===== src/hdl/scd_pkg.sv =====
package scd_pkg;

	localparam int RANGE_W     = 32;
	localparam int OFFSET_W    = 17;
	localparam int DEPTH_W     = 16;
	localparam int RESULT_W    = 18;
	localparam int CFG_INDEX_W = 8;
	localparam int QUEUE_DEPTH = 4;

	localparam logic [CFG_INDEX_W-1:0] CFG_RANGE_SQUARED = CFG_INDEX_W'(0);
	localparam logic [CFG_INDEX_W-1:0] CFG_FLIP_OFFSET   = CFG_INDEX_W'(1);

	// one classified point on its way from the front to the square root
	typedef struct packed {
		logic [RANGE_W-1:0] diff;    // R^2 - |p|^2, or zero when out of range
		logic               invert;
		logic               last;
	} scd_item_t;

endpackage


===== src/hdl/scd_front.sv =====
module scd_front #(
	parameter int COORD_WIDTH = 16
) (
	input  logic                            clk,
	input  logic                            arst_n,
	input  logic                            in_valid,
	output logic                            in_ready,
	input  logic signed [COORD_WIDTH-1:0]   pos_x,
	input  logic signed [COORD_WIDTH-1:0]   pos_y,
	input  logic signed [COORD_WIDTH-1:0]   pos_z,
	input  logic                            invert,
	input  logic                            last_point,
	input  logic [scd_pkg::RANGE_W-1:0]     range_squared,
	output logic                            push_valid,
	input  logic                            push_ready,
	output scd_pkg::scd_item_t              push_item
);
	import scd_pkg::*;

	localparam int SQ_W  = 2 * COORD_WIDTH;
	localparam int SUM_W = SQ_W + 2;
	localparam int CMP_W = (SUM_W > RANGE_W) ? SUM_W : RANGE_W;

	logic [COORD_WIDTH-1:0] abs_x, abs_y, abs_z;
	logic [SQ_W-1:0]        sq_x_s1, sq_y_s1, sq_z_s1;
	logic                   inv_s1, last_s1, v_s1;
	logic [SUM_W-1:0]       sum_s2;
	logic                   inv_s2, last_s2, v_s2;
	logic                   adv;
	logic [CMP_W-1:0]       range_ext, sum_ext;
	logic                   in_range;

	// magnitude of the most negative code still fits as unsigned
	assign abs_x = pos_x[COORD_WIDTH-1] ? COORD_WIDTH'(-pos_x) : COORD_WIDTH'(pos_x);
	assign abs_y = pos_y[COORD_WIDTH-1] ? COORD_WIDTH'(-pos_y) : COORD_WIDTH'(pos_y);
	assign abs_z = pos_z[COORD_WIDTH-1] ? COORD_WIDTH'(-pos_z) : COORD_WIDTH'(pos_z);

	// hold the whole front while its last stage waits on a full queue
	assign adv      = !v_s2 || push_ready;
	assign in_ready = adv;

	always_ff @(posedge clk or negedge arst_n) begin
		if (!arst_n) begin
			v_s1 <= 1'b0;
			v_s2 <= 1'b0;
		end else if (adv) begin
			v_s1 <= in_valid;
			v_s2 <= v_s1;
		end
	end

	always_ff @(posedge clk) begin
		if (adv) begin
			sq_x_s1 <= SQ_W'(abs_x) * SQ_W'(abs_x);
			sq_y_s1 <= SQ_W'(abs_y) * SQ_W'(abs_y);
			sq_z_s1 <= SQ_W'(abs_z) * SQ_W'(abs_z);
			inv_s1  <= invert;
			last_s1 <= last_point;
			sum_s2  <= SUM_W'(sq_x_s1) + SUM_W'(sq_y_s1) + SUM_W'(sq_z_s1);
			inv_s2  <= inv_s1;
			last_s2 <= last_s1;
		end
	end

	assign range_ext = CMP_W'(range_squared);
	assign sum_ext   = CMP_W'(sum_s2);
	assign in_range  = range_ext > sum_ext;

	assign push_valid       = v_s2;
	assign push_item.diff   = in_range ? RANGE_W'(range_ext - sum_ext) : '0;
	assign push_item.invert = inv_s2;
	assign push_item.last   = last_s2;

endmodule


===== src/hdl/scd_queue.sv =====
module scd_queue (
	input  logic               clk,
	input  logic               arst_n,
	input  logic               push_valid,
	output logic               push_ready,
	input  scd_pkg::scd_item_t push_item,
	output logic               pop_valid,
	input  logic               pop_ready,
	output scd_pkg::scd_item_t pop_item
);
	import scd_pkg::*;

	localparam int PTR_W = (QUEUE_DEPTH > 1) ? $clog2(QUEUE_DEPTH) : 1;
	localparam int CNT_W = $clog2(QUEUE_DEPTH + 1);
	localparam logic [PTR_W-1:0] PTR_LAST = PTR_W'(QUEUE_DEPTH - 1);
	localparam logic [CNT_W-1:0] CNT_FULL = CNT_W'(QUEUE_DEPTH);

	scd_item_t        slot_q [QUEUE_DEPTH];
	logic [PTR_W-1:0] wr_ptr_q, rd_ptr_q;
	logic [CNT_W-1:0] count_q;
	logic             do_push, do_pop;

	assign push_ready = count_q != CNT_FULL;
	assign pop_valid  = count_q != '0;
	assign pop_item   = slot_q[rd_ptr_q];
	assign do_push    = push_valid && push_ready;
	assign do_pop     = pop_valid && pop_ready;

	always_ff @(posedge clk or negedge arst_n) begin
		if (!arst_n) begin
			wr_ptr_q <= '0;
			rd_ptr_q <= '0;
			count_q  <= '0;
		end else begin
			if (do_push) begin
				wr_ptr_q <= (wr_ptr_q == PTR_LAST) ? '0 : wr_ptr_q + 1'b1;
			end
			if (do_pop) begin
				rd_ptr_q <= (rd_ptr_q == PTR_LAST) ? '0 : rd_ptr_q + 1'b1;
			end
			if (do_push && !do_pop) begin
				count_q <= count_q + 1'b1;
			end else if (do_pop && !do_push) begin
				count_q <= count_q - 1'b1;
			end
		end
	end

	always_ff @(posedge clk) begin
		if (do_push) begin
			slot_q[wr_ptr_q] <= push_item;
		end
	end

endmodule


===== src/hdl/scd_back.sv =====
module scd_back (
	input  logic                                clk,
	input  logic                                arst_n,
	input  logic                                pop_valid,
	output logic                                pop_ready,
	input  scd_pkg::scd_item_t                  pop_item,
	input  logic signed [scd_pkg::OFFSET_W-1:0] flip_offset,
	output logic                                out_valid,
	input  logic                                out_ready,
	output logic signed [scd_pkg::RESULT_W-1:0] depth_out,
	output logic                                last_out
);
	import scd_pkg::*;

	localparam int TRIAL_W = RANGE_W + 2;

	// one result bit per stage, most significant first
	logic [RANGE_W-1:0] rem_s  [DEPTH_W-1];
	logic [DEPTH_W-1:0] root_s [DEPTH_W];
	logic               v_s    [DEPTH_W];
	logic               inv_s  [DEPTH_W];
	logic               last_s [DEPTH_W];
	logic               adv;

	logic [DEPTH_W-1:0]         depth;
	logic signed [RESULT_W-1:0] result;
	logic                       out_valid_q;
	logic signed [RESULT_W-1:0] depth_q;
	logic                       last_q;

	// advance the whole chain whenever the output register can take a value
	assign adv       = !out_valid_q || out_ready;
	assign pop_ready = adv;

	for (genvar j = 0; j < DEPTH_W; j++) begin : g_stage
		localparam int K = DEPTH_W - 1 - j;
		logic [RANGE_W-1:0] rem_in;
		logic [DEPTH_W-1:0] root_in;
		logic               v_in, inv_in, last_in;
		logic [TRIAL_W-1:0] trial;
		logic               take;

		if (j == 0) begin : g_head
			assign rem_in  = pop_item.diff;
			assign root_in = '0;
			assign v_in    = pop_valid;
			assign inv_in  = pop_item.invert;
			assign last_in = pop_item.last;
		end else begin : g_body
			assign rem_in  = rem_s[j-1];
			assign root_in = root_s[j-1];
			assign v_in    = v_s[j-1];
			assign inv_in  = inv_s[j-1];
			assign last_in = last_s[j-1];
		end

		// (root + 2^K)^2 - root^2 against what is left of the radicand
		assign trial = (TRIAL_W'(root_in) << (K + 1)) + (TRIAL_W'(1) << (2 * K));
		assign take  = TRIAL_W'(rem_in) >= trial;

		always_ff @(posedge clk or negedge arst_n) begin
			if (!arst_n) begin
				v_s[j] <= 1'b0;
			end else if (adv) begin
				v_s[j] <= v_in;
			end
		end

		always_ff @(posedge clk) begin
			if (adv) begin
				root_s[j] <= take ? (root_in | (DEPTH_W'(1) << K)) : root_in;
				inv_s[j]  <= inv_in;
				last_s[j] <= last_in;
			end
		end

		// the last stage has no use for what is left over
		if (j < DEPTH_W - 1) begin : g_rem
			always_ff @(posedge clk) begin
				if (adv) begin
					rem_s[j] <= take ? RANGE_W'(TRIAL_W'(rem_in) - trial) : rem_in;
				end
			end
		end
	end

	assign depth  = root_s[DEPTH_W-1];
	assign result = inv_s[DEPTH_W-1]
		? RESULT_W'(flip_offset) - $signed(RESULT_W'(depth))
		: $signed(RESULT_W'(depth));

	always_ff @(posedge clk or negedge arst_n) begin
		if (!arst_n) begin
			out_valid_q <= 1'b0;
		end else if (adv) begin
			out_valid_q <= v_s[DEPTH_W-1];
		end
	end

	always_ff @(posedge clk) begin
		if (adv) begin
			depth_q <= result;
			last_q  <= last_s[DEPTH_W-1];
		end
	end

	assign out_valid = out_valid_q;
	assign depth_out = depth_q;
	assign last_out  = last_q;

endmodule


===== src/hdl/sphere_cap_depth.sv =====
// Channel  Direction  Carries
// -------  ---------  --------------------------------------------------------
// s_axis   in         one point: x, y, z (signed Q8.8), invert, last marker
// m_axis   out        one result: depth or flipped depth (signed Q10.8), last
// cfg      in         register write: 0 = range_squared, 1 = flip_offset
//
// One point is taken every cycle while s_axis_tready is high and gives
// exactly one result. A point passes the front (squares, then sum; the range
// compare sits on the way into the queue), the queue, the square root (one
// result bit per stage) and the output register. Reset clears the valid bits
// and both registers to zero and empties the queue. A stall on m_axis holds
// the square root chain; the 4-entry queue soaks up the front, which stops
// taking points once it is full.
module sphere_cap_depth #(
	parameter int COORD_WIDTH = 16
) (
	input  logic                                 clk,
	input  logic                                 arst_n,
	input  logic                                 s_axis_tvalid,
	output logic                                 s_axis_tready,
	input  logic [((3*COORD_WIDTH+7)/8)*8-1:0]   s_axis_tdata,  // pos_x, pos_y, pos_z
	input  logic                                 s_axis_tuser,  // invert
	input  logic                                 s_axis_tlast,  // last_point
	output logic                                 m_axis_tvalid,
	input  logic                                 m_axis_tready,
	output logic [((scd_pkg::RESULT_W+7)/8)*8-1:0] m_axis_tdata,  // depth_out
	output logic                                 m_axis_tlast,  // last_out
	input  logic                                 cfg_valid,
	output logic                                 cfg_ready,
	input  logic [scd_pkg::CFG_INDEX_W-1:0]      cfg_index,
	input  logic [scd_pkg::RANGE_W-1:0]          cfg_data
);
	import scd_pkg::*;

	localparam int OUT_TDATA_W = ((RESULT_W + 7) / 8) * 8;

	logic [RANGE_W-1:0]         range_squared_q;
	logic signed [OFFSET_W-1:0] flip_offset_q;
	logic signed [COORD_WIDTH-1:0] pos_x, pos_y, pos_z;

	logic                       push_valid, push_ready;
	scd_item_t                  push_item;
	logic                       pop_valid, pop_ready;
	scd_item_t                  pop_item;
	logic signed [RESULT_W-1:0] depth_out;

	// writes land at once; unknown indexes are dropped
	assign cfg_ready = 1'b1;

	always_ff @(posedge clk or negedge arst_n) begin
		if (!arst_n) begin
			range_squared_q <= '0;
			flip_offset_q   <= '0;
		end else if (cfg_valid) begin
			case (cfg_index)
				CFG_RANGE_SQUARED: range_squared_q <= cfg_data;
				CFG_FLIP_OFFSET:   flip_offset_q   <= cfg_data[OFFSET_W-1:0];
				default:           ;
			endcase
		end
	end

	// unpack the coordinates, x in the lowest bits
	assign pos_x = s_axis_tdata[COORD_WIDTH-1:0];
	assign pos_y = s_axis_tdata[2*COORD_WIDTH-1:COORD_WIDTH];
	assign pos_z = s_axis_tdata[3*COORD_WIDTH-1:2*COORD_WIDTH];

	// front: square, sum and classify against the range
	scd_front #(
		.COORD_WIDTH (COORD_WIDTH)
	) u_front (
		.clk           (clk),
		.arst_n        (arst_n),
		.in_valid      (s_axis_tvalid),
		.in_ready      (s_axis_tready),
		.pos_x         (pos_x),
		.pos_y         (pos_y),
		.pos_z         (pos_z),
		.invert        (s_axis_tuser),
		.last_point    (s_axis_tlast),
		.range_squared (range_squared_q),
		.push_valid    (push_valid),
		.push_ready    (push_ready),
		.push_item     (push_item)
	);

	// short queue so front and back stall independently
	scd_queue u_queue (
		.clk        (clk),
		.arst_n     (arst_n),
		.push_valid (push_valid),
		.push_ready (push_ready),
		.push_item  (push_item),
		.pop_valid  (pop_valid),
		.pop_ready  (pop_ready),
		.pop_item   (pop_item)
	);

	// back: pipelined square root, optional flip, output register
	scd_back u_back (
		.clk         (clk),
		.arst_n      (arst_n),
		.pop_valid   (pop_valid),
		.pop_ready   (pop_ready),
		.pop_item    (pop_item),
		.flip_offset (flip_offset_q),
		.out_valid   (m_axis_tvalid),
		.out_ready   (m_axis_tready),
		.depth_out   (depth_out),
		.last_out    (m_axis_tlast)
	);

	// pad the result with zeros up to a whole byte
	assign m_axis_tdata = OUT_TDATA_W'($unsigned(depth_out));

endmodule

===== config.mk =====
export PLATFORM = sky130hd
export DESIGN_NAME = sphere_cap_depth
export DESIGN_NICKNAME = d
export VERILOG_FILES = /design/src/hdl/scd_pkg.sv /design/src/hdl/scd_front.sv /design/src/hdl/scd_queue.sv /design/src/hdl/scd_back.sv /design/src/hdl/sphere_cap_depth.sv
export SDC_FILE = /design/constraint.sdc
export NUM_CORES = 2
export LEC_CHECK = 0
export BUFFER_PORTS_ARGS = -buffer_cell sky130_fd_sc_hd__buf_2
export CORE_ASPECT_RATIO = 0.7
export CORE_UTILIZATION = 70
export CTS_BUF_LIST = sky130_fd_sc_hd__clkbuf_8
export DETAILED_ROUTE_END_ITERATION = 7
export GPL_ROUTABILITY_DRIVEN = 0
export PLACE_DENSITY = 0.88
export SYNTH_ARGS = -nofsm -noshare
export SYNTH_HDL_FRONTEND = slang
export SYNTH_SLANG_ARGS = --single-unit

===== constraint.sdc =====
create_clock -name clk -period 38.5 [get_ports clk]
set_input_delay 1.925 -clock clk [delete_from_list [all_inputs] [get_ports clk]]
set_output_delay 1.925 -clock clk [all_outputs]
set_load 0.05 [all_outputs]

### Yosys cells after proc, flatten, opt, wreduce, memory -nomap -nowiden

Memories as Yosys holds them, arrays and structs flattened. A register that Yosys moved wholly into a read port is not among the register bits.
Index checks and enable logic that the tools add are counted.
W data, S select, Z words.

* register bits: 227
* latch bits: 0
* memory bits (writable): 904
* ROM bits: 0
* input port bits: 95
* output and inout port bits: 28
* memories kept: 5

Memory list
* u_back.rem_s: words 15, bits a word 32, read ports 15, clocked after Yosys merged registers in 0, write ports 15, RTL line scd_back.sv:18 `logic [RANGE_W-1:0] rem_s [DEPTH_W-1];`
* u_back.root_s: words 16, bits a word 16, read ports 16, clocked after Yosys merged registers in 0, write ports 16, RTL line scd_back.sv:19 `logic [DEPTH_W-1:0] root_s [DEPTH_W];`
* u_queue.slot_q: words 4, bits a word 34, read ports 1, clocked after Yosys merged registers in 0, write ports 1, RTL line scd_queue.sv:18 `scd_item_t slot_q [QUEUE_DEPTH];`
* u_back.inv_s: words 16, bits a word 1, read ports 16, clocked after Yosys merged registers in 0, write ports 16, RTL line scd_back.sv:21 `logic inv_s [DEPTH_W];`
* u_back.last_s: words 16, bits a word 1, read ports 16, clocked after Yosys merged registers in 1, write ports 16, RTL line scd_back.sv:22 `logic last_s [DEPTH_W];`

* add/subtract/negate cells: 41
* multipliers: 3
* div/mod/pow operators: 0
* magnitude comparators: 17
* equality and inequality tests: 4
* shift operators: 0
* muxes and demuxes: 44
* bitwise operators: 0
* reductions and logical operators: 15

Operators by type and width (number)
* $mux W32: 16
* $ge A32 B34 Y1: 15
* $sub A32 B32 Y32: 15
* $mul A16 B16 Y32: 3
* $mux W16: 5
* $neg A16 Y16: 3
* $add A34 B32 Y34: 1
* $gt A32 B34 Y1: 1
* $add A32 B32 Y33: 1
* $add A31 B29 Y32 const B: 1
* $ge A32 B31 Y1 const B: 1
* $sub A32 B31 Y32 const B: 1
* $add A30 B27 Y31 const B: 1
* $add A29 B25 Y30 const B: 1
* $add A28 B23 Y29 const B: 1
* $add A27 B21 Y28 const B: 1
* $add A26 B19 Y27 const B: 1
* $add A25 B17 Y26 const B: 1
* $add A24 B15 Y25 const B: 1
* $add A23 B13 Y24 const B: 1
* $add A22 B11 Y23 const B: 1
* $add A21 B9 Y22 const B: 1
* $add A20 B7 Y21 const B: 1
* $add A19 B5 Y20 const B: 1
* other kinds (31): 49

### Depth between registers and ports, before layout

* word-level depth: 6
* gate-level depth with buffers: 33
* gate-level depth less buffers: 31

### Hierarchy

A second synthesis with hierarchy kept.

* cell total of the unflattened synthesis: 5920
* area, all modules: 68967.4 µm²

Modules (own cells, without submodules)
* scd_back: instances 1, cells an instance 2450, area each 32030.7 µm²
* scd_front: instances 1, cells an instance 3138, area each 29582.1 µm²
* scd_queue: instances 1, cells an instance 215, area each 5400.2 µm²
* sphere_cap_depth: instances 1, cells an instance 117, area each 1954.4 µm²

### Worst setup path after synthesis

OpenSTA, ideal clock, no wires.

* path type: input to register
* from: in m_axis_tready
* to: reg u_back.v_s (netlist bit u_back.g_stage[13].v_in)
* arrival: 22.939 ns
* slack: 15.394 ns
* cell stages on the path: 4
* cell sequence: nand2b_1 -> clkbuf_1 -> clkbuf_1 -> mux2_2

* longest elaborated chain between the ends: 1

RTL lines
* start, declared: RTL line sphere_cap_depth.sv:25 `input logic m_axis_tready,`
* $logic_or A1 B1 Y1: RTL line scd_back.sv:32 `assign adv = !out_valid_q || out_ready;`
* end signal, assigned by index: RTL line scd_back.sv:65 `v_s[j] <= v_in;`
* end, declared: RTL line scd_back.sv:20 `logic v_s [DEPTH_W];`

No other way between the ends.
A chain may end at the register's enable or synchronous reset.

### Worst setup path in the final report

* from: in s_axis_tdata[16]
* to: reg u_front.sq_y_s1[30] (data pin)

* longest elaborated chain between the ends: 3

RTL lines
* start, declared: RTL line sphere_cap_depth.sv:21 `input logic [((3*COORD_WIDTH+7)/8)*8-1:0] s_axis_tdata,`
* $neg A16 Y16: RTL line scd_front.sv:35 `assign abs_y = pos_y[COORD_WIDTH-1] ? COORD_WIDTH'(-pos_y) : COORD_WIDTH'(pos_y);`
* $mux W16 *: RTL line scd_front.sv:35
* $mul A16 B16 Y32 *: RTL line scd_front.sv:55 `sq_y_s1 <= SQ_W'(abs_y) * SQ_W'(abs_y);`
* end signal, assigned: RTL line scd_front.sv:55
* end, declared: RTL line scd_front.sv:25 `logic [SQ_W-1:0] sq_x_s1, sq_y_s1, sq_z_s1;`

Mark *: on every way between the ends. The rest lies on a longest branch, timed or not.

==> key figures <==
STA
  – Post-route clock period utilization: 0.2609
  – Clock skew: 52.06 ps
  – Slew margin rel.: 0.1300
  – Max-slew violation count: 0
  – RSZ-0062 raised after global routing: no
  – Peak Freq: 0.09954 GHz
  – Setup tns final: 0 ps
  – Final worst slack: 28450 ps
  – Setup Viol. Count Final: 0
  – Hold violation total from the final report: 0
  – Final min period: 10050 ps
  – Least-Margin Pin Slew: 1296 ps

Worst setup path
  – CP max-delay cell: xor2_1
  – Data required, critical path: 39120 ps
  – Critical path capture point type: register
  – CP Class: in -> reg
  – Crit start category: input pin
  – Crit path top cell by count: inv_1
  – Crit path DAT: 10670 ps
  – Worst Path Max Fanout: 17
  – Critical path buffer and inverter count: 10
  – CP top delay family: adder cells
  – CP max stage delay: 980 ps

Detailed routing
  – Routed len/inst: 20.66 um
  – Vias: 47500
  – First-pass iteration count of the detailed router: 8
  – Vias per cell: roughly 6
  – WL final: between 150000 and 200000 um
  – Post-route ant nets: 0
  – Drc violations: 0
  – Drt first-iter violations: 4817

GRT
  – Total GRT Usage: 0.3257
  – Largest net degree at the start of global routing: 220
  – First-pass GRT wire length: approximately 250000 um
  – Initial antenna violation count: 4
  – GRT overflow: 0
  – Number of global-route vias before repair: 48920

Clock network
  – Setup Buffers After CTS: 0
  – Clock buffer depth: 3
  – CTS tree: built
  – Cts hold-fix bufs: 0
  – H-tree levels: 4
  – Post-CTS Resized: 0
  – Clock root buffer: clkbuf_8
  – CTS buffer count: 149
  – Clock Sinks: 1009
  – Clk Latency, worst-skew pair: about 900 ps
  – CTS clk-pin slew, worst paths: roughly 70 ps

Floorplan
  – Die extent in x: 378.1 um
  – Row cnt: 96
  – Die ar.: 0.1003 mm2
  – Boundary pin count: 123
  – Die Span Y: 265.3 um
  – Starting Density: 0.7073
  – Core ar.: around 0.098 mm2

Cells and area
  – Layout area overhead: 7.424%
  – Fill count: between 5000 and 6000
  – Fraction of layout cells with a size suffix above 1: 0.08817
  – Post-layout util: 0.7598
  – Final nets: 7438

Synth
  – Post-synthesis sequential area ratio: 0.4317
  – EDFF count, synth: slightly above 900
  – Yosys reg bits: 1009
  – Async S/R FF share, synth: 0.07433
  – Syn Std Cell Area: 0.06932 mm2
  – Top FF cell, synth: edfxtp_1
  – Syn avg cell area: 11.47 um2
  – Synth cell types: 107
  – Mapped Cells: around 6000
  – Synth warnings: 0

Placed design
  – I/O Buffers: 115
  – HPWL Detailed: 118100 um
  – Pre-CTS WS: 27820 ps

Hold path
  – Min-delay worst type: reg -> reg

Job
  – Max-Cap Viols: 0

Status
  – Status: finished, final reports clean
==> per-layer routing <==
metal,global-route usage,routed length [um]
met1,0.4197,60490
met2,0.5366,77300
met3,0.06647,14470
met4,0.1459,7282
met5,0,0
==> Yosys cell counts, drive strengths merged, types with 13 or more instances <==
library cell  number  area share
dfrtp             75       0.027
a21boi            32      0.0035
mux2              91       0.015
o21ai            222       0.016
o21bai            27      0.0031
nand3             63      0.0045
or3               29      0.0027
mux4              33       0.011
nor4              81      0.0078
xor2             178       0.023
clkinv            13     0.00070
nor2             446       0.024
inv             1006       0.054
edfxtp           934        0.40
nor2b             52      0.0047
mux2i             18      0.0026
a21oi            213       0.016
nand4             51      0.0046
or4               23      0.0026
buf               34      0.0032
o31ai             46      0.0053
fa               499        0.14
nand2b            58      0.0052
nor4b             23      0.0032
o21a              68      0.0074
clkbuf            64      0.0035
and2              24      0.0022
a211oi            20      0.0022
nand2            433       0.023
and3              15      0.0014
a21o             117       0.013
a31oi             17      0.0017
nor3             109      0.0082
xnor2            226       0.029
ha               558        0.10
==> sequential cells by signal, indices dropped and copies added (netlist names), 2 cells and up <==
name	count
u_queue.slot_q	136
u_front.sum_ext	34
flip_offset_q	17
u_back.g_stage.v_in	15
u_queue.count_q	3
u_back.root_s	136
range_squared_q	32
u_front.sq_x_s1	31
u_back.last_s	16
u_back.inv_s	16
u_front.sq_y_s1	31
u_queue.rd_ptr_q	2
u_back.rem_s	480
u_back.depth_out	18
u_queue.wr_ptr_q	2
u_front.sq_z_s1	31
==> per-stage QoR <==
step	cells	cell area [um2]	hold slack (ps)
final	7722	74470	416.0
after global routing	7722	74470	423.4
after CTS	7720	74460	416.9
after detailed placement	7458	71550	404.5
after global placement	7458	71550	402.6
after floorplan	6081	69460	400.3
==> cell usage in the layout, fill, tap and decap left out, drive strengths merged, types with 10 or more instances in the layout <==
cell	instances
nand2b	58
nor4b	23
nand3	63
a21boi	32
or2	12
nor2	446
nand2	433
nand4	51
o211ai	10
mux4	33
mux2	91
and3	15
or4	23
mux2i	18
edfxtp	934
or3	29
o21ai	222
nor4	81
a31oi	17
xnor2	226
buf	152
fa	499
a21o	117
a21oi	213
a211o	11
o21bai	27
inv	1051
and2	24
dfrtp	75
a211oi	20
o21a	68
clkinv	61
nor2b	52
xor2	178
o31ai	46
ha	558
conb	40
nor3	109
clkbuf	157
o41ai	12
==> cell type report <==
class / instances / area, um2 / share of cell area
Multi-Input combinational cell: 3955 / 35280 / 0.4737
Sequential cell: 1009 / 29930 / 0.4019
Inverter: 1019 / 3825 / 0.05136
Clock buffer: 157 / 2161 / 0.02902
Tap cell: 1323 / 1655 / 0.02223
Timing Repair Buffer: 152 / 865.8 / 0.01163
Clock inverter: 105 / 755.7 / 0.01015
Antenna cell: 2 / 5.005 / 0.00006721
==> worst paths after layout <==
path / startpoint / endpoint / slack (ps) / cells after the start
max: s_axis_tdata[16] / u_front.sq_y_s1[30] / 28450 / 31
min: u_back.rem_s[11][0] / u_back.rem_s[12][0] / 420 / 0
max reg2reg: u_back.out_valid / u_back.rem_s[0][17] / 32420 / 6
min reg2reg: u_back.rem_s[11][0] / u_back.rem_s[12][0] / 420 / 0
max in group asynchronous: arst_n / u_queue.rd_ptr_q[0] / 36360 / 2
min in group asynchronous: arst_n / u_queue.wr_ptr_q[1] / 1110 / 1
==> cells by family (layout without fill, tap and decap cells) <==
| group | after synthesis | after routing | share of synthesized area |
|---|---|---|---|
| xor gates and xnor gates | 404 | 404 | 0.05148 |
| and+or+nand+nor | 1451 | 1451 | 0.09970 |
| other | 2 | 42 | 0.0001083 |
| AOI/OAI and AO/OA | 861 | 861 | 0.08207 |
| buffers and inverters | 1117 | 1433 | 0.06189 |
| adders and majority gates | 1057 | 1057 | 0.2448 |
| muxes | 142 | 142 | 0.02826 |
| DFF | 1009 | 1009 | 0.4317 |
Power is left out: the tool's default activity adds up to more than one toggle a clock period on the data nets, which glitch-free logic cannot reach.
